### src/sv/fbfl_pkg.sv
// Shared constants and types for the fixed-block free-list pool.
package fbfl_pkg;

    localparam int MaxSlots = 256;
    localparam int PtrBytes = 4;

    localparam int SlotW   = $clog2(MaxSlots);
    localparam int LinkW   = SlotW + 1;
    localparam int BaseW   = 32;
    localparam int BytesW  = 21;
    localparam int ItemW   = 16;
    localparam int StrideW = ItemW + 1;
    localparam int ProdW   = SlotW + StrideW;
    localparam int AddrW   = 32;
    localparam int CfgW    = 32;
    localparam int CfgIdxW = 2;

    localparam logic [LinkW-1:0] LinkNone = LinkW'(MaxSlots);

    typedef enum logic [1:0] {
        OP_ALLOC = 2'd0,
        OP_FREE  = 2'd1,
        OP_INIT  = 2'd2
    } op_t;

    typedef enum logic [1:0] {
        ST_OK      = 2'd0,
        ST_BUSY    = 2'd1,
        ST_INVALID = 2'd2,
        ST_EMPTY   = 2'd3
    } status_t;

    typedef enum logic [CfgIdxW-1:0] {
        CFG_BASE  = 2'd0,
        CFG_BYTES = 2'd1,
        CFG_ITEM  = 2'd2
    } cfg_idx_t;

    typedef enum logic [1:0] {
        S_IDLE,
        S_ALLOC,
        S_INIT
    } state_t;

    typedef struct packed {
        logic             en;
        logic [SlotW-1:0] addr;
        logic [LinkW-1:0] data;
    } link_wr_t;

endpackage

### src/sv/fixed_block_free_list_pool.sv
// Fixed-size block pool: LIFO free list of slot indices held in a link memory.
// Timing: free, and any operation that fails, registers its result in the
// cycle after the transfer. A successful allocate passes through S_ALLOC,
// since the head's link is read from the registered-read link memory before
// the head can move. Initialize walks the single link memory write port from
// slot 0 upwards in S_INIT over up to 256 slots. There is no clearing pass
// after reset. A new transfer is taken once the current operation is finished
// and the output register is empty or its result is transferred in that cycle.
module fixed_block_free_list_pool (
    input  logic                          clk,
    input  logic                          rst_n,
    input  logic                          cfg_write_en,
    input  logic [fbfl_pkg::CfgIdxW-1:0]  cfg_index,
    input  logic [fbfl_pkg::CfgW-1:0]     cfg_data,
    input  logic                          in_valid,
    output logic                          in_stall,
    input  logic [1:0]                    operation,
    input  logic [fbfl_pkg::SlotW-1:0]    slot_index,
    output logic                          out_valid,
    input  logic                          out_stall,
    output logic [1:0]                    status,
    output logic [fbfl_pkg::SlotW-1:0]    granted_slot,
    output logic [fbfl_pkg::AddrW-1:0]    granted_address,
    output logic                          pool_ready
);

    import fbfl_pkg::*;

    logic [BaseW-1:0]   buffer_base_reg;
    logic [BytesW-1:0]  buffer_bytes_reg;
    logic [ItemW-1:0]   item_bytes_reg;

    state_t             state_reg, state_next;
    logic [LinkW-1:0]   head_reg, head_next;
    logic [BaseW-1:0]   held_base_reg, held_base_next;
    logic [StrideW-1:0] held_stride_reg, held_stride_next;
    logic [SlotW-1:0]   walk_k_reg, walk_k_next;
    logic [BytesW-1:0]  walk_acc_reg, walk_acc_next;
    logic [ProdW-1:0]   prod_reg, prod_next;
    logic [SlotW-1:0]   grant_reg, grant_next;

    logic               out_valid_reg, out_valid_next;
    logic [1:0]         status_reg, status_next;
    logic [SlotW-1:0]   granted_slot_reg, granted_slot_next;
    logic [AddrW-1:0]   granted_address_reg, granted_address_next;
    logic               pool_ready_reg, pool_ready_next;

    logic               in_xfer;
    logic               out_xfer;
    logic               out_free;
    logic [StrideW-1:0] stride_calc;
    logic [BytesW:0]    walk_sum;
    logic               walk_last;
    logic [LinkW-1:0]   rd_link;
    link_wr_t           link_wr;

    assign out_xfer = out_valid_reg && !out_stall;
    assign out_free = !out_valid_reg || !out_stall;
    assign in_stall = !((state_reg == S_IDLE) && out_free);
    assign in_xfer  = in_valid && !in_stall;

    assign stride_calc = StrideW'(((StrideW'(item_bytes_reg) + StrideW'(PtrBytes - 1))
                         / PtrBytes) * PtrBytes);

    assign walk_sum  = {1'b0, walk_acc_reg} + (BytesW + 1)'(held_stride_reg);
    assign walk_last = (walk_k_reg == SlotW'(MaxSlots - 1))
                       || (walk_sum > {1'b0, buffer_bytes_reg});

    fbfl_ram #(
        .Depth (MaxSlots),
        .Width (LinkW)
    ) u_link_ram (
        .clk     (clk),
        .wr_en   (link_wr.en),
        .wr_addr (link_wr.addr),
        .wr_data (link_wr.data),
        .rd_addr (head_reg[SlotW-1:0]),
        .rd_data (rd_link)
    );

    always_ff @(posedge clk or negedge rst_n)
    begin
        if (!rst_n)
        begin
            buffer_base_reg  <= '0;
            buffer_bytes_reg <= '0;
            item_bytes_reg   <= '0;
        end
        else if (cfg_write_en)
        begin
            case (cfg_idx_t'(cfg_index))
                CFG_BASE:  buffer_base_reg  <= cfg_data[BaseW-1:0];
                CFG_BYTES: buffer_bytes_reg <= cfg_data[BytesW-1:0];
                CFG_ITEM:  item_bytes_reg   <= cfg_data[ItemW-1:0];
                default:   ;
            endcase
        end
    end

    always_ff @(posedge clk or negedge rst_n)
    begin
        if (!rst_n)
        begin
            state_reg       <= S_IDLE;
            head_reg        <= LinkNone;
            held_base_reg   <= '0;
            held_stride_reg <= '0;
            out_valid_reg   <= 1'b0;
        end
        else
        begin
            state_reg       <= state_next;
            head_reg        <= head_next;
            held_base_reg   <= held_base_next;
            held_stride_reg <= held_stride_next;
            out_valid_reg   <= out_valid_next;
        end
    end

    always_ff @(posedge clk)
    begin
        walk_k_reg          <= walk_k_next;
        walk_acc_reg        <= walk_acc_next;
        prod_reg            <= prod_next;
        grant_reg           <= grant_next;
        status_reg          <= status_next;
        granted_slot_reg    <= granted_slot_next;
        granted_address_reg <= granted_address_next;
        pool_ready_reg      <= pool_ready_next;
    end

    always_comb
    begin
        state_next           = state_reg;
        head_next            = head_reg;
        held_base_next       = held_base_reg;
        held_stride_next     = held_stride_reg;
        walk_k_next          = walk_k_reg;
        walk_acc_next        = walk_acc_reg;
        prod_next            = prod_reg;
        grant_next           = grant_reg;
        out_valid_next       = out_xfer ? 1'b0 : out_valid_reg;
        status_next          = status_reg;
        granted_slot_next    = granted_slot_reg;
        granted_address_next = granted_address_reg;
        pool_ready_next      = pool_ready_reg;
        link_wr              = '0;

        case (state_reg)
            S_IDLE:
            begin
                if (in_xfer)
                begin
                    status_next          = ST_OK;
                    granted_slot_next    = '0;
                    granted_address_next = '0;
                    pool_ready_next      = !head_reg[SlotW];
                    out_valid_next       = 1'b1;
                    case (op_t'(operation))
                        OP_ALLOC:
                        begin
                            if (head_reg[SlotW])
                            begin
                                status_next = ST_EMPTY;
                            end
                            else
                            begin
                                out_valid_next = 1'b0;
                                grant_next     = head_reg[SlotW-1:0];
                                prod_next      = ProdW'(head_reg[SlotW-1:0])
                                                 * ProdW'(held_stride_reg);
                                state_next     = S_ALLOC;
                            end
                        end
                        OP_FREE:
                        begin
                            link_wr.en      = 1'b1;
                            link_wr.addr    = slot_index;
                            link_wr.data    = head_reg;
                            head_next       = {1'b0, slot_index};
                            pool_ready_next = 1'b1;
                        end
                        OP_INIT:
                        begin
                            if (!head_reg[SlotW])
                            begin
                                status_next = ST_BUSY;
                            end
                            else if (buffer_base_reg == '0 || buffer_bytes_reg == '0
                                     || item_bytes_reg == '0
                                     || BytesW'(stride_calc) > buffer_bytes_reg)
                            begin
                                status_next = ST_INVALID;
                            end
                            else
                            begin
                                out_valid_next   = 1'b0;
                                held_base_next   = buffer_base_reg;
                                held_stride_next = stride_calc;
                                walk_k_next      = '0;
                                walk_acc_next    = BytesW'(stride_calc);
                                state_next       = S_INIT;
                            end
                        end
                        default:
                        begin
                            status_next = ST_INVALID;
                        end
                    endcase
                end
            end
            S_ALLOC:
            begin
                head_next            = rd_link;
                status_next          = ST_OK;
                granted_slot_next    = grant_reg;
                granted_address_next = held_base_reg + AddrW'(prod_reg);
                pool_ready_next      = (rd_link != LinkNone);
                out_valid_next       = 1'b1;
                state_next           = S_IDLE;
            end
            S_INIT:
            begin
                link_wr.en   = 1'b1;
                link_wr.addr = walk_k_reg;
                link_wr.data = (walk_k_reg == '0) ? LinkNone
                               : LinkW'(walk_k_reg - SlotW'(1));
                if (walk_last)
                begin
                    head_next            = {1'b0, walk_k_reg};
                    status_next          = ST_OK;
                    granted_slot_next    = '0;
                    granted_address_next = '0;
                    pool_ready_next      = 1'b1;
                    out_valid_next       = 1'b1;
                    state_next           = S_IDLE;
                end
                else
                begin
                    walk_k_next   = walk_k_reg + SlotW'(1);
                    walk_acc_next = walk_sum[BytesW-1:0];
                end
            end
            default:
            begin
                state_next = S_IDLE;
            end
        endcase
    end

    assign out_valid       = out_valid_reg;
    assign status          = status_reg;
    assign granted_slot    = granted_slot_reg;
    assign granted_address = granted_address_reg;
    assign pool_ready      = pool_ready_reg;

    // successful allocate: result is registered from S_ALLOC, the state after the transfer
    a_alloc_latency: assert property (@(posedge clk) disable iff (!rst_n)
        (in_xfer && operation == OP_ALLOC && !head_reg[SlotW]) |=> ##1 out_valid_reg)
        else $error("allocate result missing");

    a_empty_not_ready: assert property (@(posedge clk) disable iff (!rst_n)
        (out_valid_reg && status_reg == ST_EMPTY)
        |-> (!pool_ready_reg && granted_slot_reg == '0 && granted_address_reg == '0))
        else $error("empty result inconsistent");

    a_busy_ready: assert property (@(posedge clk) disable iff (!rst_n)
        (out_valid_reg && status_reg == ST_BUSY) |-> pool_ready_reg)
        else $error("busy result with empty list");

endmodule

### src/sv/fbfl_ram.sv
// Single-port-write, registered-read link memory.
module fbfl_ram #(
    parameter int Depth = 256,
    parameter int Width = 9
) (
    input  logic                     clk,
    input  logic                     wr_en,
    input  logic [$clog2(Depth)-1:0] wr_addr,
    input  logic [Width-1:0]         wr_data,
    input  logic [$clog2(Depth)-1:0] rd_addr,
    output logic [Width-1:0]         rd_data
);

    logic [Width-1:0] mem [Depth];

    always_ff @(posedge clk)
    begin
        if (wr_en)
        begin
            mem[wr_addr] <= wr_data;
        end
    end

    always_ff @(posedge clk)
    begin
        rd_data <= mem[rd_addr];
    end

endmodule
### config.mk
export PLATFORM = sky130hd
export DESIGN_NAME = fixed_block_free_list_pool
export DESIGN_NICKNAME = d
export VERILOG_FILES = /design/src/sv/fbfl_pkg.sv /design/src/sv/fixed_block_free_list_pool.sv /design/src/sv/fbfl_ram.sv
export SDC_FILE = /design/constraint.sdc
export NUM_CORES = 2
export LEC_CHECK = 0
export ABC_AREA = 1
export BUFFER_PORTS_ARGS = -buffer_cell sky130_fd_sc_hd__buf_2
export CORE_ASPECT_RATIO = 0.8
export CORE_MARGIN = 10
export CORE_UTILIZATION = 50
export CTS_CLUSTER_DIAMETER = 120
export CTS_CLUSTER_SIZE = 40
export DETAILED_ROUTE_END_ITERATION = 10
export GPL_TIMING_DRIVEN = 0
export PLACE_DENSITY = 0.61
export SYNTH_ARGS = -nofsm -noshare
export SYNTH_HDL_FRONTEND = slang
export SYNTH_SLANG_ARGS = --single-unit
### constraint.sdc
create_clock -name clk -period 15.91 [get_ports clk]
set_input_delay 2.3865 -clock clk [delete_from_list [all_inputs] [get_ports clk]]
set_output_delay 2.3865 -clock clk [all_outputs]
set_load 0.02 [all_outputs]
# After elaboration in Yosys (flattened, before gate mapping)
# Memory sizes are Yosys's and may differ from the RTL's. A register that Yosys moved wholly into a read port is not among the register bits.
# Index checks and enable logic that the tools add are counted.
word_totals:
  regBits: 231
  mem_bits_rw: 2304
  in_bits: 49
  output_inout_bits: 45
  word_cells: 129
  n_memories: 1
memory_table:
  columns: ["memory", "words", "word_bits", "rd", "rd_ports_with_merged_regs", "write_ports", "line_no", "source"]
  rows:
  - ["u_link_ram.mem", 256, 9, 1, 1, 1, "fbfl_ram.sv:14", "logic [Width-1:0] mem [Depth];"]
op_classes:
  n_addsub: 5
  n_mul: 1
  order_cmp: 2
  eq_ne: 19
  muxes: 53
  bitwise: 2
  reduce_logical: 30
op_table:
  columns: ["operator", "n"]
  rows:
  - ["21-bit two-way mux", 5]
  - ["32-bit one-hot mux with 3 select lines", 1]
  - ["32-bit two-way mux", 2]
  - ["8-bit two-way mux", 7]
  - ["21-bit one-hot mux with 2 select lines", 1]
  - ["18-bit two-way mux", 2]
  - ["9-bit two-way mux", 4]
  - ["18-bit one-hot mux with 2 select lines", 1]
  - ["32-bit by 25-bit adder with 32-bit output", 1]
  - ["32-bit zero test", 1]
  - ["9-bit one-hot mux with 3 select lines", 1]
  - ["8-bit one-hot mux with 3 select lines", 1]
  - ["8-bit by 15-bit multiplier with 23-bit output", 1]
  - ["21-bit by 17-bit adder with 22-bit output", 1]
  - ["22-bit by 21-bit greater-than comparator with 1-bit output", 1]
  - ["17-bit by 21-bit greater-than comparator with 1-bit output", 1]
  - ["21-bit zero test", 1]
  - ["2-bit two-way mux", 9]
  - ["16-bit by 2-bit adder with 17-bit output (second input constant)", 1]
  - ["16-bit zero test", 1]
  - ["8-bit one-hot mux with 2 select lines", 1]
  - ["2-bit one-hot mux with 3 select lines", 2]
  - ["6-bit AND reduction", 2]
  - ["1-bit two-way mux", 11]
  - ["25 further kinds", 53]

# Logic depth before layout (Yosys ltp)
depth:
  depth_word: 9
  mapped_depth: 26
  mapped_depth_nobuf: 26

# Cells and area by module
# From an unflattened synthesis, not the netlist that was laid out.
unflattened:
  hier_cells: 9940
  hier_area_um2: 110433.4
modules_own_cells:
  columns: ["mod", "instances", "cells_per_inst", "area_each_um2", "seq_area_each_um2"]
  rows:
  - ["fbfl_ram", 1, 7826, 93519.7, 69366.5]
  - ["fixed_block_free_list_pool", 1, 2114, 16913.7, 6237.2]

# Worst setup path after synthesis
# No wires, ideal clock.
synth_path:
  path_type: "input to register"
  startpoint: "input out_stall"
  endpoint: "memory u_link_ram.mem[0][0] (data pin)"
  setup_time_ns: 2.192
  arrival_ns: 13.134
  t_required_ns: 13.718
  slack_ns: 0.584
  path_stages: 5
  n_path_buf: 0
  cell_sequence: "nand2_1 > nand3_4 > nor2_8 > clkinv_1 > o21ai_0"
synth_lines:
  columns: ["item", "line_no", "source"]
  rows:
  - ["from (decl)", "fixed_block_free_list_pool.sv:20", "input logic out_stall,"]
  - ["to (decl)", "fbfl_ram.sv:14", null]

# Worst setup path after layout
layout_path:
  startpoint: "register head_reg[4]"
  endpoint: "register prod_reg[22] (data pin)"
layout_between:
  elab_chain_cells: 1
layout_lines:
  columns: ["item", "line_no", "source"]
  rows:
  - ["from (decl)", "fixed_block_free_list_pool.sv:34", "logic [LinkW-1:0] head_reg, head_next;"]
  - ["from (signal assigned)", "fixed_block_free_list_pool.sv:105", "head_reg <= LinkNone;"]
  - ["from (signal assigned)", "fixed_block_free_list_pool.sv:113", "head_reg <= head_next;"]
  - ["8-bit by 15-bit multiplier with 23-bit output", "fixed_block_free_list_pool.sv:171", "* ProdW'(held_stride_reg);"]
  - ["to (signal assigned)", "fixed_block_free_list_pool.sv:124", "prod_reg <= prod_next;"]
  - ["to (decl)", "fixed_block_free_list_pool.sv:39", "logic [ProdW-1:0] prod_reg, prod_next;"]
# Every way passes these cells.
# A chain may end at the register's enable or synchronous reset.

==> results by group <==
Layout
  • FF/Latch Area: about 76000 um2
  • Nets: 10430
  • Fin cells: 13180
  • Post-layout util: 0.5428
  • Fillers: 18970
  • Most frequent cells in the layout: nand2_1, edfxtp_1, nand3_1
  • Layout Area Growth over Synthesis: 8.115%
  • Footprint of the multi-input gates: 30760 um2
  • Number of flip-flops under the largest register name: 2304
  • Share of cells above drive strength 1: 0.07861
  • Top reg by flops: u_link_ram.mem
  • Most common cell after layout, fill and taps aside: nand2_1

Placed design
  • Placed Cells: between 10000 and 15000
  • Gpl congestion: 1.019
  • Port-buffer cells: 93
  • Worst slack, placed: around 8.7 ns
  • DP HPWL: 343400 um

Logic synthesis
  • Synth Instances: about 10000
  • Syn Area/Cell: 11.17 um2
  • Post-synthesis sequential area ratio: 0.6849
  • Syn nets: 10140
  • Post-synthesis async set-or-reset flop share: 0.05035
  • Synth unique cells: 56
  • Top_reg_cell synth: edfxtp_1
  • Synth warn: 0
  • Synthesis-stage register bit count: approximately 2500
  • Post-synth EDFFs: between 2000 and 2500
  • Mapped Area: ~110000 um2

Timing
  • Setup ws final: 8.450 ns
  • RSZ-0062 raised after global routing: false
  • Slew HR: -0.1290
  • Max Freq: ~130 MHz
  • Clock Skews: approximately 0.051 ns
  • Minimum clock period: 7.460 ns
  • WHS: approximately 0.47 ns
  • Final period util: 0.4689
  • Post-route setup TNS: 0 ns
  • Worst Tran Pin Value: 1.687 ns
  • Final Hold Viols: 0
  • Fin. max-slew vios: 328
  • Final count of negative-setup-slack endpoints: 0

Drt
  • Met3 wire len: 78880 um
  • ANT nets after route: 0
  • Vias per Instance: 6.472
  • Pre-antenna DRT Iters: 9
  • Top routing layer used: met5
  • Total routed wirelength: 473700 um
  • Drt first-iter violations: 16500
  • Met2 routed wirelength: about 180000 um
  • Wire per inst: 35.93 um
  • Vias: 85330
  • Drc violations: 0
  • Routed met1 length: 181600 um

CTS
  • CTS resizes: 0
  • Clk pin slew, worst setup/hold paths: 0.16 ns
  • Setup bufs post-CTS: 0
  • Clock latency at the later pin of the worst-skew pair: between 0.8 and 0.9 ns
  • Longest Clk Path Bufs: 3
  • Clk sinks: 2542
  • Num CTS Buffers: 73
  • CTS tree: built
  • Htree depth: 3
  • Root buffer cell: clkbuf_16
  • # hold bufs at CTS: 0

Global route
  • First-pass GRT wire length: roughly 630000 um
  • Largest net degree at the start of global routing: 92
  • Number of global-route vias before repair: between 70000 and 80000
  • Gr ovfl total: 0
  • Total track usage: 0.3800
  • Initial antenna violation count: 30

Setup path
  • R2r endpoint: prod_reg[22]
  • Worst Setup Start Kind: flop
  • Crit Path Class: flop to flop
  • R2R cell count: 21
  • CP max FO: 10
  • Req. time, crit path: 16.53 ns
  • Worst Setup EP: prod_reg[22]
  • Worst setup path startpoint: head_reg[4]
  • R2R Setup Slk: 8.45 ns
  • Crit path DAT: 8.08 ns
  • Reg-to-Reg Start: head_reg[4]
  • Crit path capture type: flop

Hold path
  • Worst hold path type: flop to flop

Status
  • Failing checks: capacitance limit, slew limit
  • Run status: finished, violations left

Run
  • Max-capacitance violation count: 39

Die
  • Io pins: 94
  • Site row count: 154
  • Core area: 219900 um2
  • Starting Density: 0.5021
  • Die Ht: 440.2 um
  • Die Span X: 545.3 um
  • Die area: around 240000 um2

Power
  • Leakage: 44.56 nW
  • Peak supply drop: approximately 0.10 mV
  • Pwr dens: 177.4 nW/um2
## layer usage
metal | vias to the layer above | track usage
li1 | 34810 | -
met1 | 42070 | 0.5370
met2 | 7242 | 0.5068
met3 | 1186 | 0.1533
met4 | 22 | 0.1831
met5 | - | 0
## worst max-delay path, stage by stage (launching register included)
cell and delay, ns:
dfrtp_1 0.39, clkbuf_1 0.91, clkbuf_1 0.90, buf_1 0.42, buf_16 0.24, buf_1 0.50
nand2_1 0.10, inv_1 0.10, fa_1 0.44, fa_1 0.54, inv_1 0.05, fa_1 0.46
fa_1 0.50, inv_1 0.05, ha_1 0.38, a21oi_1 0.31, o21ai_0 0.20, a21oi_1 0.16
nand2_1 0.11, nand3_1 0.09, nand2_1 0.06, xor2_1 0.26
## stage by stage
stage	total power [mW]	cell area [um2]
finish	21.17	119300
global route	21.47	119300
CTS	20.52	119200
detailed placement	17.77	117200
global placement	17.97	114600
floorplan	13.15	110400
## cell type report
class	instances	area share
Multi-Input combinational cell	6349	0.2578
Tap cell	2964	0.03108
Inverter	391	0.01232
Antenna cell	18	0.0003774
Clock inverter	4	0.0003774
Buffer	604	0.02396
Sequential cell	2542	0.6335
Clock buffer	94	0.01651
Timing Repair Buffer	218	0.02406
## power by group
part | internal, mW | switching, mW
combinational | 2.16 | 7.83
clock | 0.894 | 2.02
sequential | 8.06 | 0.210
total | 11.1 | 10.1
## cells by family (layout without fill, tap and decap cells)
kind of cell	Yosys count	in the layout	synth area share
flip-flops	2542	2542	0.6849
AND/OR/NAND/NOR	5775	5775	0.2267
multiplexers	11	11	0.001122
AO/OA/AOI/OAI	319	319	0.01663
XOR/XNOR	43	43	0.003412
other	0	18	0
buffers and inverters	995	1311	0.03894
adder cells (fa/ha/maj)	201	201	0.02823
## synthesized netlist by cell type (9+ instances only)
| master | count | share of area |
|---|---|---|
| a21o_1 | 9 | 0.00061 |
| a21oi_1 | 106 | 0.0048 |
| buf_1 | 89 | 0.0030 |
| buf_2 | 288 | 0.013 |
| buf_4 | 23 | 0.0016 |
| buf_6 | 15 | 0.0015 |
| clkbuf_1 | 188 | 0.0064 |
| dfrtp_1 | 127 | 0.029 |
| dfxtp_1 | 9 | 0.0016 |
| edfxtp_1 | 2405 | 0.65 |
| fa_1 | 80 | 0.015 |
| ha_1 | 121 | 0.014 |
| inv_1 | 375 | 0.013 |
| mux2_2 | 11 | 0.0011 |
| nand2_1 | 2918 | 0.099 |
| nand2_2 | 20 | 0.0011 |
| nand2_4 | 10 | 0.0010 |
| nand3_1 | 2360 | 0.11 |
| nand4_1 | 19 | 0.0011 |
| nor2_1 | 399 | 0.014 |
| nor2_4 | 15 | 0.0015 |
| nor3_1 | 18 | 0.00082 |
| o21ai_0 | 149 | 0.0068 |
| xnor2_1 | 11 | 0.00087 |
| xor2_1 | 32 | 0.0025 |
## how the worst min path moves through the flow
stage | startpoint | endpoint | depth (start not counted)
2_1_floorplan | head_reg[1] | grant_reg[1] | 0
6_report | u_link_ram.rd_data[8] | head_reg[8] | 2
4_1_cts | head_reg[0] | grant_reg[0] | 0
3_3_place_gp | head_reg[0] | grant_reg[0] | 0
3_5_place_dp | head_reg[0] | grant_reg[0] | 0
5_1_grt | head_reg[5] | grant_reg[5] | 0
Power figures use the tool's default switching activity.
